## src/rtl/shader_alu_helper_unit_macros.svh

```systemverilog
// shader_alu_helper_unit_macros.svh: assertion macros for the helper alu
// depends on: nothing; expects clk_i and rst_ni in the including module
`ifndef SHADER_ALU_HELPER_UNIT_MACROS_SVH
`define SHADER_ALU_HELPER_UNIT_MACROS_SVH

// same-cycle implication, disabled in reset
`define SAU_ASSERT_NOW(lbl, ante, cons, msg) \
  lbl: assert property (@(posedge clk_i) disable iff (!rst_ni) (ante) |-> (cons)) \
    else $error(msg);

// next-cycle implication, disabled in reset
`define SAU_ASSERT_NEXT(lbl, ante, cons, msg) \
  lbl: assert property (@(posedge clk_i) disable iff (!rst_ni) (ante) |=> (cons)) \
    else $error(msg);

`endif

```

## src/rtl/sau_pkg.sv

```systemverilog
// sau_pkg: operation codes, result struct and float constants
// depends on: nothing
package sau_pkg;

  typedef enum logic [2:0] {
    OP_SHL   = 3'd0,
    OP_SHR   = 3'd1,
    OP_ADDC  = 3'd2,
    OP_F2H   = 3'd3,
    OP_CLASS = 3'd4,
    OP_FMIN  = 3'd5,
    OP_FMAX  = 3'd6
  } op_e;

  typedef struct packed {
    logic [31:0] lo;
    logic [31:0] hi;
    logic        flag;
  } result_t;

  // float16 encodings
  localparam logic [15:0] H_MAX_FINITE = 16'h7bff;
  localparam logic [15:0] H_INF        = 16'h7c00;
  localparam logic [15:0] H_QUIET      = 16'h0200;

  // float32 exponent thresholds for the half conversion
  localparam logic [7:0] EXP_ALL_ONES = 8'd255;
  localparam logic [7:0] EXP_SAT      = 8'd143;
  localparam logic [7:0] EXP_FLUSH    = 8'd103;
  localparam logic [7:0] EXP_SUB_TOP  = 8'd112;
  localparam logic [7:0] SUB_BIAS     = 8'd126;

  localparam logic [31:0] F_EXP_MASK  = 32'h7f800000;
  localparam logic [31:0] F_MANT_MASK = 32'h007fffff;
  localparam logic [31:0] F_QUIET     = 32'h00400000;

  // class mask bit positions
  localparam int unsigned CL_SNAN = 0;
  localparam int unsigned CL_QNAN = 1;
  localparam int unsigned CL_NINF = 2;
  localparam int unsigned CL_NNRM = 3;
  localparam int unsigned CL_NDEN = 4;
  localparam int unsigned CL_NZER = 5;
  localparam int unsigned CL_PZER = 6;
  localparam int unsigned CL_PDEN = 7;
  localparam int unsigned CL_PNRM = 8;
  localparam int unsigned CL_PINF = 9;

endpackage

```

## src/rtl/sau_datapath.sv

```systemverilog
// sau_datapath: combinational logic for all seven helper operations
// depends on: sau_pkg
module sau_datapath (
  input  logic [2:0]       operation_i,
  input  logic [31:0]      operand_a_i,
  input  logic [31:0]      operand_b_i,
  input  logic [5:0]       shift_amount_i,
  input  logic             carry_in_i,
  input  logic [9:0]       class_mask_i,
  output sau_pkg::result_t result_o
);

  logic [63:0] shl_res, shr_res;
  logic [32:0] sum;

  // f32 to f16
  logic        a_sign;
  logic [7:0]  a_exp;
  logic [22:0] a_mant;
  logic [7:0]  sub_diff, nrm_diff;
  logic [23:0] sub_shifted;
  logic [15:0] half;

  // class test
  logic [3:0]  cl_idx;
  logic        a_exp_ones, a_exp_zero, a_mant_zero;

  // min/max
  logic        a_nan, b_nan, a_snan, b_snan, zero_pair, a_lt;
  logic [31:0] key_a, key_b, fmin_res, fmax_res;

  assign shl_res = {operand_b_i, operand_a_i} << shift_amount_i;
  assign shr_res = {operand_b_i, operand_a_i} >> shift_amount_i;
  assign sum     = {1'b0, operand_a_i} + {1'b0, operand_b_i} + {32'd0, carry_in_i};

  assign a_sign      = operand_a_i[31];
  assign a_exp       = operand_a_i[30:23];
  assign a_mant      = operand_a_i[22:0];
  assign sub_diff    = sau_pkg::SUB_BIAS - a_exp;
  assign nrm_diff    = a_exp - sau_pkg::EXP_SUB_TOP;
  assign sub_shifted = {1'b1, a_mant} >> sub_diff[4:0];

  always_comb begin
    if (a_exp == sau_pkg::EXP_ALL_ONES) begin
      if (a_mant == 23'd0) begin
        half = {a_sign, sau_pkg::H_INF[14:0]};
      end else begin
        half = {a_sign, sau_pkg::H_INF[14:0]} | {6'd0, a_mant[22:13]} | sau_pkg::H_QUIET;
      end
    end else if (a_exp >= sau_pkg::EXP_SAT) begin
      half = {a_sign, sau_pkg::H_MAX_FINITE[14:0]};
    end else if (a_exp < sau_pkg::EXP_FLUSH) begin
      half = {a_sign, 15'd0};
    end else if (a_exp <= sau_pkg::EXP_SUB_TOP) begin
      half = {a_sign, 5'd0, sub_shifted[9:0]};
    end else begin
      half = {a_sign, nrm_diff[4:0], a_mant[22:13]};
    end
  end

  assign a_exp_ones  = (a_exp == 8'hff);
  assign a_exp_zero  = (a_exp == 8'h00);
  assign a_mant_zero = (a_mant == 23'd0);

  always_comb begin
    if (a_exp_ones && !a_mant_zero) begin
      cl_idx = a_mant[22] ? 4'(sau_pkg::CL_QNAN) : 4'(sau_pkg::CL_SNAN);
    end else if (a_exp_ones) begin
      cl_idx = a_sign ? 4'(sau_pkg::CL_NINF) : 4'(sau_pkg::CL_PINF);
    end else if (!a_exp_zero) begin
      cl_idx = a_sign ? 4'(sau_pkg::CL_NNRM) : 4'(sau_pkg::CL_PNRM);
    end else if (!a_mant_zero) begin
      cl_idx = a_sign ? 4'(sau_pkg::CL_NDEN) : 4'(sau_pkg::CL_PDEN);
    end else begin
      cl_idx = a_sign ? 4'(sau_pkg::CL_NZER) : 4'(sau_pkg::CL_PZER);
    end
  end

  assign a_nan  = ((operand_a_i & sau_pkg::F_EXP_MASK) == sau_pkg::F_EXP_MASK)
               && ((operand_a_i & sau_pkg::F_MANT_MASK) != 32'd0);
  assign b_nan  = ((operand_b_i & sau_pkg::F_EXP_MASK) == sau_pkg::F_EXP_MASK)
               && ((operand_b_i & sau_pkg::F_MANT_MASK) != 32'd0);
  assign a_snan = a_nan && ((operand_a_i & sau_pkg::F_QUIET) == 32'd0);
  assign b_snan = b_nan && ((operand_b_i & sau_pkg::F_QUIET) == 32'd0);
  assign zero_pair = (operand_a_i[30:0] == 31'd0) && (operand_b_i[30:0] == 31'd0);

  // monotonic unsigned key of the float ordering
  assign key_a = operand_a_i[31] ? ~operand_a_i : {1'b1, operand_a_i[30:0]};
  assign key_b = operand_b_i[31] ? ~operand_b_i : {1'b1, operand_b_i[30:0]};
  assign a_lt  = key_a < key_b;

  always_comb begin
    if (a_snan) begin
      fmin_res = operand_a_i | sau_pkg::F_QUIET;
      fmax_res = operand_a_i | sau_pkg::F_QUIET;
    end else if (b_snan) begin
      fmin_res = operand_b_i | sau_pkg::F_QUIET;
      fmax_res = operand_b_i | sau_pkg::F_QUIET;
    end else if (a_nan) begin
      fmin_res = operand_b_i;
      fmax_res = operand_b_i;
    end else if (b_nan) begin
      fmin_res = operand_a_i;
      fmax_res = operand_a_i;
    end else if (zero_pair) begin
      fmin_res = operand_a_i | operand_b_i;
      fmax_res = operand_a_i & operand_b_i;
    end else begin
      fmin_res = a_lt ? operand_a_i : operand_b_i;
      fmax_res = a_lt ? operand_b_i : operand_a_i;
    end
  end

  always_comb begin
    result_o = '0;
    case (sau_pkg::op_e'(operation_i))
      sau_pkg::OP_SHL: begin
        result_o.lo = shl_res[31:0];
        result_o.hi = shl_res[63:32];
      end
      sau_pkg::OP_SHR: begin
        result_o.lo = shr_res[31:0];
        result_o.hi = shr_res[63:32];
      end
      sau_pkg::OP_ADDC: begin
        result_o.lo   = sum[31:0];
        result_o.flag = sum[32];
      end
      sau_pkg::OP_F2H: begin
        result_o.lo = {16'd0, half};
      end
      sau_pkg::OP_CLASS: begin
        result_o.flag = class_mask_i[cl_idx];
      end
      sau_pkg::OP_FMIN: begin
        result_o.lo = fmin_res;
      end
      sau_pkg::OP_FMAX: begin
        result_o.lo = fmax_res;
      end
      default: begin
        result_o = '0;
      end
    endcase
  end

endmodule

```

## src/rtl/shader_alu_helper_unit.sv

```systemverilog
// shader_alu_helper_unit: top level, input register, datapath and result register
// depends on: sau_pkg, sau_datapath, shader_alu_helper_unit_macros.svh
//
// usage:
//   request channel: in_valid_i / in_stall_o with operation and operands; a
//   request is taken at a clock edge with in_valid_i high and in_stall_o low
//   result channel: out_valid_o / out_stall_i with result_low, result_high and
//   flag; a result is taken at an edge with out_valid_o high and out_stall_i low
//   path: a request passes the input register, then the result register,
//   before out_valid_o rises with its result; the datapath between them is
//   one shallow pass
//   throughput: one request per cycle while out_stall_i is low, two-entry pipeline
//   operation 7 is unused and returns all zeros
//   reset: both valid bits clear, the unit is empty and ready at once
//   receiver stall: the result register holds; one more request can still
//   enter the input register, after which in_stall_o rises until the result
//   is taken
`include "shader_alu_helper_unit_macros.svh"

module shader_alu_helper_unit (
  input  logic        clk_i,
  input  logic        rst_ni,

  input  logic        in_valid_i,
  output logic        in_stall_o,
  input  logic [2:0]  operation_i,
  input  logic [31:0] operand_a_i,
  input  logic [31:0] operand_b_i,
  input  logic [5:0]  shift_amount_i,
  input  logic        carry_in_i,
  input  logic [9:0]  class_mask_i,

  output logic        out_valid_o,
  input  logic        out_stall_i,
  output logic [31:0] result_low_o,
  output logic [31:0] result_high_o,
  output logic        flag_o
);

  // input register stage
  logic        s1_valid_q, s1_valid_d;
  logic [2:0]  op_q;
  logic [31:0] a_q, b_q;
  logic [5:0]  amt_q;
  logic        cin_q;
  logic [9:0]  mask_q;

  // result register stage
  logic             out_valid_q, out_valid_d;
  sau_pkg::result_t res_q;
  sau_pkg::result_t dp_res;

  logic advance;   // result register may load this cycle
  logic take_in;   // request accepted this cycle

  assign advance    = !out_valid_q || !out_stall_i;
  assign in_stall_o = s1_valid_q && !advance;
  assign take_in    = in_valid_i && !in_stall_o;

  // stage 1 empties into the result register whenever it advances
  assign s1_valid_d  = take_in || (s1_valid_q && !advance);
  assign out_valid_d = advance ? s1_valid_q : out_valid_q;

  always_ff @(posedge clk_i or negedge rst_ni) begin
    if (!rst_ni) begin
      s1_valid_q  <= 1'b0;
      out_valid_q <= 1'b0;
    end else begin
      s1_valid_q  <= s1_valid_d;
      out_valid_q <= out_valid_d;
    end
  end

  // payload registers, no reset needed
  always_ff @(posedge clk_i) begin
    if (take_in) begin
      op_q   <= operation_i;
      a_q    <= operand_a_i;
      b_q    <= operand_b_i;
      amt_q  <= shift_amount_i;
      cin_q  <= carry_in_i;
      mask_q <= class_mask_i;
    end
    if (advance && s1_valid_q) begin
      res_q <= dp_res;
    end
  end

  sau_datapath u_datapath (
    .operation_i    (op_q),
    .operand_a_i    (a_q),
    .operand_b_i    (b_q),
    .shift_amount_i (amt_q),
    .carry_in_i     (cin_q),
    .class_mask_i   (mask_q),
    .result_o       (dp_res)
  );

  assign out_valid_o   = out_valid_q;
  assign result_low_o  = res_q.lo;
  assign result_high_o = res_q.hi;
  assign flag_o        = res_q.flag;

  // accepted request lands in the input register
  `SAU_ASSERT_NEXT(a_take_lands, take_in, s1_valid_q, "accepted request lost")

  // a stage 1 item that advances becomes a valid result
  `SAU_ASSERT_NEXT(a_adv_valid, s1_valid_q && advance, out_valid_q, "result not produced")

  // a blocked stage 1 item stays put
  `SAU_ASSERT_NEXT(a_s1_hold, s1_valid_q && !advance,
                   s1_valid_q && $stable(op_q) && $stable(a_q) && $stable(b_q),
                   "blocked request changed")

  // only shifts produce a high half
  `SAU_ASSERT_NOW(a_hi_zero,
                  op_q != sau_pkg::OP_SHL && op_q != sau_pkg::OP_SHR,
                  dp_res.hi == 32'd0, "high half nonzero outside shifts")

endmodule

```

## config.mk

```make
export PLATFORM = sky130hd
export DESIGN_NAME = shader_alu_helper_unit
export DESIGN_NICKNAME = d
export VERILOG_FILES = /design/src/rtl/sau_pkg.sv /design/src/rtl/sau_datapath.sv /design/src/rtl/shader_alu_helper_unit.sv
export VERILOG_INCLUDE_DIRS = /design/src /design/src/rtl
export SDC_FILE = /design/constraint.sdc
export NUM_CORES = 1
export LEC_CHECK = 0
export BUFFER_PORTS_ARGS = -buffer_cell sky130_fd_sc_hd__clkbuf_2
export CAP_MARGIN = 20
export CELL_PAD_IN_SITES_DETAIL_PLACEMENT = 2
export CELL_PAD_IN_SITES_GLOBAL_PLACEMENT = 2
export CORE_ASPECT_RATIO = 0.5
export CORE_MARGIN = 5
export CORE_UTILIZATION = 25
export DETAILED_ROUTE_END_ITERATION = 7
export PLACE_DENSITY = 0.67
export SYNTH_ARGS = -nofsm -noshare
export SYNTH_HDL_FRONTEND = slang
export SYNTH_SLANG_ARGS = --single-unit
export TNS_END_PERCENT = 100
```

## constraint.sdc

```tcl
create_clock -name clk_i -period 6 [get_ports clk_i]
set_clock_uncertainty 0.05 [all_clocks]
set_input_delay 1.5 -clock clk_i [delete_from_list [all_inputs] [get_ports clk_i]]
set_output_delay 1.5 -clock clk_i [all_outputs]
set_load 0.005 [all_outputs]
```

==> impl_metrics.toml, run 1 <==
[run_status]
status = "completed"

[die]
num_rows = 73
core_area_mm2 = 0.08001
die_width_um = 413.1
die_area_mm2 = 0.08739
die_y_um = 211.6
initial_utilization_pct = 25.38
io_pins = 155

[route]
wl_um = 124600
via_per_inst = 6.407
drc = 0
drt_iter0_markers = 3137
wl_per_cell_um = 35.65
detail-route-antenna-nets = 0
route.vias.total = 22391
first_pass_iters = 8

[min_path]
min_path_cells = 1
hold_class = "reg2reg"
hold_end = "out_valid_o"
min-delay-start = "s1_valid_q"

[pwr]
p_switching_w = 0.002109
peakVddDrop_mv = 0.2367
p_sw_share_pct = 44.69
powerDensity_mw_per_mm2 = 205.2
power.share.clock_pct = 24.4
p_leak_nw = 8.778
design_power_total_w = 0.004718
comb_power_share_pct = 45.9
p_int_w = 0.002610
power_frac_seq_pct = 29.8

[grt]
grt_remaining_overflow = 0
grt_pass1_wl_um = 174100
groute.usage.overall_pct = 27.74
grt_pass1_vias = 22492
antenna_found_initial = 7
grt_start_max_net_pins = 117

[setup_path]
path_cells = "nor4_1 > nand4_2 > o21ai_4 > o21a_1 > nor2_2 > a21oi_1 > o221ai_1 > or4_1"
crit_arrival_ps = 6050
reg2reg_from = "a_q[4]"
max_stage_delay_ps = 1020
reg2reg_to = "result_low_o[14]"
crit_type = "reg2reg"
critPathLaunchType = "flop"
cp.required_ps = 6200
critPathMaxFanout = 20
reg2reg_slack_ps = 150
reg2regPathDepth = 8
crit_slowest_cell = "o21a_1"
cp-end-kind = "flop"

[synthesis]
synth-main-ff-cell = "edfxtp_1"
synth_fp_nets = 2526
synthAdderAreaFrac_pct = 6.357
ys_types = 101
synth-simple-area-share_pct = 14.27
async_flop_share_pct = 1.325
synth_top_family_by_area = "compound AO/OA/AOI/OAI gates"
synthCells = 2336
synth_warnings = 0
synth_compound_area_share_pct = 23.96
synth.mux.area_fraction_pct = 22.14
yosys_register_bits = 151
synth-xor-area-share_pct = 3.967
synth_edf_count = 149
synth_area_per_cell_um2 = 8.695
synth_area_mm2 = 0.02031
yosysSeqAreaShare_pct = 22.28

[placed_design]
place_inst = 3458
place_congestion = 0.9992
place_ws_ps = 536.5
portBuffers = 154
post-dp-hpwl_um = 94080

[layout]
drive_gt1_share_pct = 21.50
final_nets = 2582
instances_no_fill = 3495
syn_to_final_growth_pct = 13.23
mostFrequentLayoutCells = "nor2_1 (328), a21oi_1 (195), nand2_1 (171)"
layout_commonest_cell = "nor2_1"

[clock_network]
clock-sinks = 151
cts_made_buffers = 17
cts_htree_levels = 4
cts_setup_buffers = 0
cts_buffer_depth = 2
cts.repair.resized = 0
tritoncts = "built"
cts_hold_buf = 0
clockRootBuffer = "clkbuf_16"
clk_pin_slew_worst_paths_ps = 80
clk-insertion-delay-late_ps = 520

[sta]
worst_pin_slew_ps = 1184
hold_viol = 0
final_max_slew_viol_count = 0
slew_headroom_pct = 21.06
fin_crit_ps = 5851
fin_ws_ps = 149.2
rsz0062_at_grt = "false"
max_freq_mhz = 170.9
finalCritPeriodShare_pct = 97.51
finalSetupTns_ps = 0
setup_viol = 0

[run]
cap_violations = 0
-- power by group through the flow --
| stage | clock (W) | combinational (W) | sequential [W] |
|---|---|---|---|
| CTS | 0.00118 | 0.00209 | 0.00140 |
| detailed placement | 0 | 0.00208 | 0.00142 |
| global route | 0.00122 | 0.00225 | 0.00141 |
| floorplan | 0 | 0.00128 | 0.00135 |
| finish | 0.00115 | 0.00216 | 0.00140 |
| global placement | 0 | 0.00203 | 0.00142 |
-- sequential cells by signal (all words and copies together), names as in the netlist --
signal         cells
s1_valid_q         1
result_high_o     32
out_valid_o        1
amt_q              6
b_q               32
mask_q            10
result_low_o      32
a_q               32
op_q               3
flag_o             1
cin_q              1
-- critical path: cells and delay by family (launching register included) --
kind	cells	cell delay, ps
DFF	1	650
AOI/OAI and AO/OA	4	2940
and+or+nand+nor	4	1920
-- area by class of cell --
type / count / area (um^2)
Antenna cell: 3 / 7.507
Clock buffer: 19 / 432.9
Clock inverter: 13 / 145.1
Fill cell: 9101 / 57010
Inverter: 81 / 307.8
Multi-Input combinational cell: 1861 / 14400
Sequential cell: 151 / 4524
Tap cell: 1087 / 1360
Timing Repair Buffer: 280 / 1822
-- worst max-delay path by stage --
stage                       end        start  slack [ps]  cells past startpoint
6_report       result_low_o[14]       a_q[4]         150                      8
5_1_grt        result_low_o[14]      a_q[23]         220                     11
4_1_cts        result_low_o[14]       a_q[4]         510                      8
3_5_place_dp   result_low_o[14]       a_q[4]         540                      8
3_3_place_gp   result_low_o[14]      a_q[23]         430                     11
2_1_floorplan            flag_o  out_stall_i         850                      1
-- metal layers --
metal	vias up	global-route usage, %	share of wire [%]
met5	-	0	0.031
met4	6	10.40	4.4
met3	285	7.825	12
met2	1521	41.49	42
met1	11578	38.08	42
li1	9001	-	-
-- synth_stat cells, types with 6 or more instances --
| cell | count | area (um^2) |
|---|---|---|
| nor2_1 | 330 | 1239 |
| a21oi_1 | 195 | 975.9 |
| nand2_1 | 171 | 641.9 |
| clkbuf_1 | 154 | 578.1 |
| edfxtp_1 | 149 | 4474 |
| o21ai_0 | 138 | 690.7 |
| mux4_2 | 136 | 3063 |
| mux2i_1 | 108 | 1081 |
| ha_1 | 100 | 1251 |
| inv_1 | 79 | 296.5 |
| o22ai_1 | 52 | 325.3 |
| xnor2_1 | 50 | 437.9 |
| buf_2 | 47 | 235.2 |
| a211oi_1 | 45 | 337.8 |
| nor3_1 | 45 | 225.2 |
| xor2_1 | 42 | 367.9 |
| o211ai_1 | 24 | 180.2 |
| o221ai_1 | 23 | 201.4 |
| a31oi_1 | 22 | 137.6 |
| o21ai_1 | 22 | 110.1 |
| a21o_1 | 21 | 157.7 |
| a221o_1 | 21 | 210.2 |
| buf_1 | 20 | 75.07 |
| mux2_2 | 19 | 214.0 |
| nand3_1 | 19 | 95.09 |
| nand4_1 | 17 | 106.4 |
| nor4_1 | 17 | 106.4 |
| or3_1 | 16 | 100.1 |
| a22oi_1 | 14 | 105.1 |
| o21a_1 | 14 | 105.1 |
| and3_1 | 13 | 81.33 |
| a211o_1 | 12 | 105.1 |
| o31ai_1 | 11 | 82.58 |
| a222oi_1 | 10 | 100.1 |
| buf_6 | 10 | 112.6 |
| a221oi_1 | 9 | 78.83 |
| buf_4 | 9 | 67.56 |
| nand2b_1 | 8 | 50.05 |
| o311a_1 | 8 | 80.08 |
| o22a_1 | 7 | 61.31 |
| o2bb2ai_1 | 7 | 61.31 |
| and2_1 | 6 | 37.54 |
-- stage by stage --
stage          hold WS (ps)  instance area (um^2)  utilization [%]
2_1_floorplan         393.6                 20310                -
5_1_grt               467.1                 22990            28.73
3_3_place_gp          414.5                 22370            27.96
4_1_cts               443.4                 22980            28.72
6_report              437.0                 23000            28.74
3_5_place_dp          424.8                 22400            28.00
-- cell families after synthesis --
family	count (synthesis)
AOI/OAI and AO/OA	730
DFF	151
and+or+nand+nor	668
muxes	269
adders and majority gates	102
xor gates and xnor gates	92
buffers and inverters	324
Note: power is estimated with default switching activity, not from simulation.
==> run 2: changes to the inputs <==
--- a/config.mk
+++ b/config.mk
@@ -10,7 +10,6 @@
 export CAP_MARGIN = 20
 export CELL_PAD_IN_SITES_DETAIL_PLACEMENT = 2
 export CELL_PAD_IN_SITES_GLOBAL_PLACEMENT = 2
-export CORE_ASPECT_RATIO = 0.5
 export CORE_MARGIN = 5
 export CORE_UTILIZATION = 25
 export DETAILED_ROUTE_END_ITERATION = 7
==> run 2 against run 1 <==
Count of clock-buffer cells in the layout shrank 2; highest routed layer unchanged; die area decreased by 0.40%; non-clock buffer count increased by 7; combinational power decreased by 2%; worst hold slack improved by 17 ps; first-iteration DRC count shrank 0.29%; wire length is 1.5% higher.
==> impl_metrics.toml, run 2 (same netlist as run 1, synthesis figures left out) <==
[die]
die_width_um = 295.0
core_area_mm2 = 0.08055
io_pins = 155
die_area_mm2 = 0.08704
initial_utilization_pct = 25.22
die_y_um = 295.0
num_rows = 104

[pwr]
powerDensity_mw_per_mm2 = 207.4
p_leak_nw = 8.801
peakVddDrop_mv = 0.1695

[run_status]
status = "completed"

[setup_path]
critPathMaxFanout = 12
crit_arrival_ps = 5490
cp-end-kind = "flop"
cp.required_ps = 6150
crit_type = "reg2reg"
critPathLaunchType = "flop"

[layout]
multi_input_area_mm2 = 0.01440
fillers = 9112
mostFrequentLayoutCells = "nor2_1 (328), a21oi_1 (195), nand2_1 (171)"
layout_commonest_cell = "nor2_1"
utilization_pct = 28.49
register_area_mm2 = 0.004524
syn_to_final_growth_pct = 12.99
drive_gt1_share_pct = 21.77
final_nets = 2589
final_area_mm2 = 0.02295

[grt]
grt_remaining_overflow = 0
grt_pass1_vias = 23148
antenna_found_initial = 7
grt_start_max_net_pins = 113
grt_pass1_wl_um = 177300
groute.usage.overall_pct = 28.18

[placed_design]
place_ws_ps = 777.6
place_congestion = 1.047
portBuffers = 154
place_area_mm2 = 0.02234
post-dp-hpwl_um = 93970

[sta]
finalCritPeriodShare_pct = 89.08
fin_crit_ps = 5345
final_max_slew_viol_count = 0
fin_hold_ws_ps = 453.9
worst_pin_slew_ps = 1446
hold_viol = 0
setup_viol = 0
slew_headroom_pct = 2.688
finalSetupTns_ps = 0
max_freq_mhz = 187.1
rsz0062_at_grt = "false"
fin_ws_ps = 655.1

[clock_network]
cts.repair.resized = 0
clock-sinks = 151
cts_htree_levels = 4
cts_setup_buffers = 0
clk_pin_slew_worst_paths_ps = 80
cts_buffer_depth = 2
clk-insertion-delay-late_ps = 520
clockRootBuffer = "clkbuf_16"
cts_hold_buf = 0
cts_made_buffers = 17
tritoncts = "built"

[route]
wl_per_cell_um = 36.39
drt_iter0_markers = 3128
drc = 0
via_per_inst = 6.468
first_pass_iters = 7
wl_um = 126500
detail-route-antenna-nets = 0
route.vias.total = 22478

[min_path]
hold_class = "reg2reg"

[run]
cap_violations = 0
[run 2: cell count changes in the layout (fill, tap and decap cells not counted)]
| cell | change |
|---|---|
| clkinv_8 | -1 |
| clkbuf_1 | -2 |
| clkinv_1 | +1 |
| clkinvlp_4 | -2 |
| clkinv_2 | +1 |
| buf_4 | +14 |
| clkbuf_2 | -1 |
| buf_12 | -5 |
| inv_6 | +4 |
| inv_8 | -2 |
| buf_16 | -1 |
| bufinv_16 | +1 |
[run 2: area by class of cell]
| cell class | instances | area share (%) |
|---|---|---|
| tap | 1060 | 5.779 |
| inverter | 81 | 1.341 |
| sequential | 151 | 19.71 |
| timing repair buffer | 287 | 7.818 |
| clock buffer | 17 | 1.854 |
| multi-input combinational | 1861 | 62.74 |
| antenna | 3 | 0.03271 |
| clock inverter | 15 | 0.7197 |
[run 2: critical path: stages (launching register included)]
cell and delay [ps]:
edfxtp_1 670, nor4_1 660, nand4_2 430, nor2_4 410, nor2_1 110, buf_4 210, o21ai_2 690, buf_4 340
o21ai_1 170, o221a_2 320, a2111oi_0 710, o211ai_1 220
[run 2: per-layer routing]
layer	part of all wire (%)	global-route usage, %
met1	38	35.84
met2	44	43.96
met5	0.025	0
met3	9.8	5.649
met4	7.8	17.76
[run 2: final timing paths]
| path | start | end | slack [ps] | depth (start not counted) |
|---|---|---|---|---|
| max in group asynchronous | rst_ni | out_valid_o | 5070 | 1 |
| min in group asynchronous | rst_ni | s1_valid_q | 730 | 1 |
| worst max-delay path | a_q[11] | result_low_o[27] | 660 | 11 |
| worst max register to register | a_q[11] | result_low_o[27] | 660 | 11 |
| worst min register to register | s1_valid_q | out_valid_o | 450 | 1 |
| worst min-delay path | s1_valid_q | out_valid_o | 450 | 1 |
[run 2: report_power, final]
part / leakage [nW] / switching (W) / total [W] / internal, W
combinational: 7.04 / 0.00137 / 0.00212 / 0.000747
clock: 0.285 / 0.000587 / 0.00121 / 0.000621
sequential: 1.48 / 0.000156 / 0.00143 / 0.00127
[run 2: metrics by stage]
step                      instances  total power, W
after floorplan                2336        0.002631
after global placement         3439        0.003425
after detailed placement       3439        0.003489
after CTS                      3471        0.004723
after global routing           3472        0.004925
final                          3475        0.004760
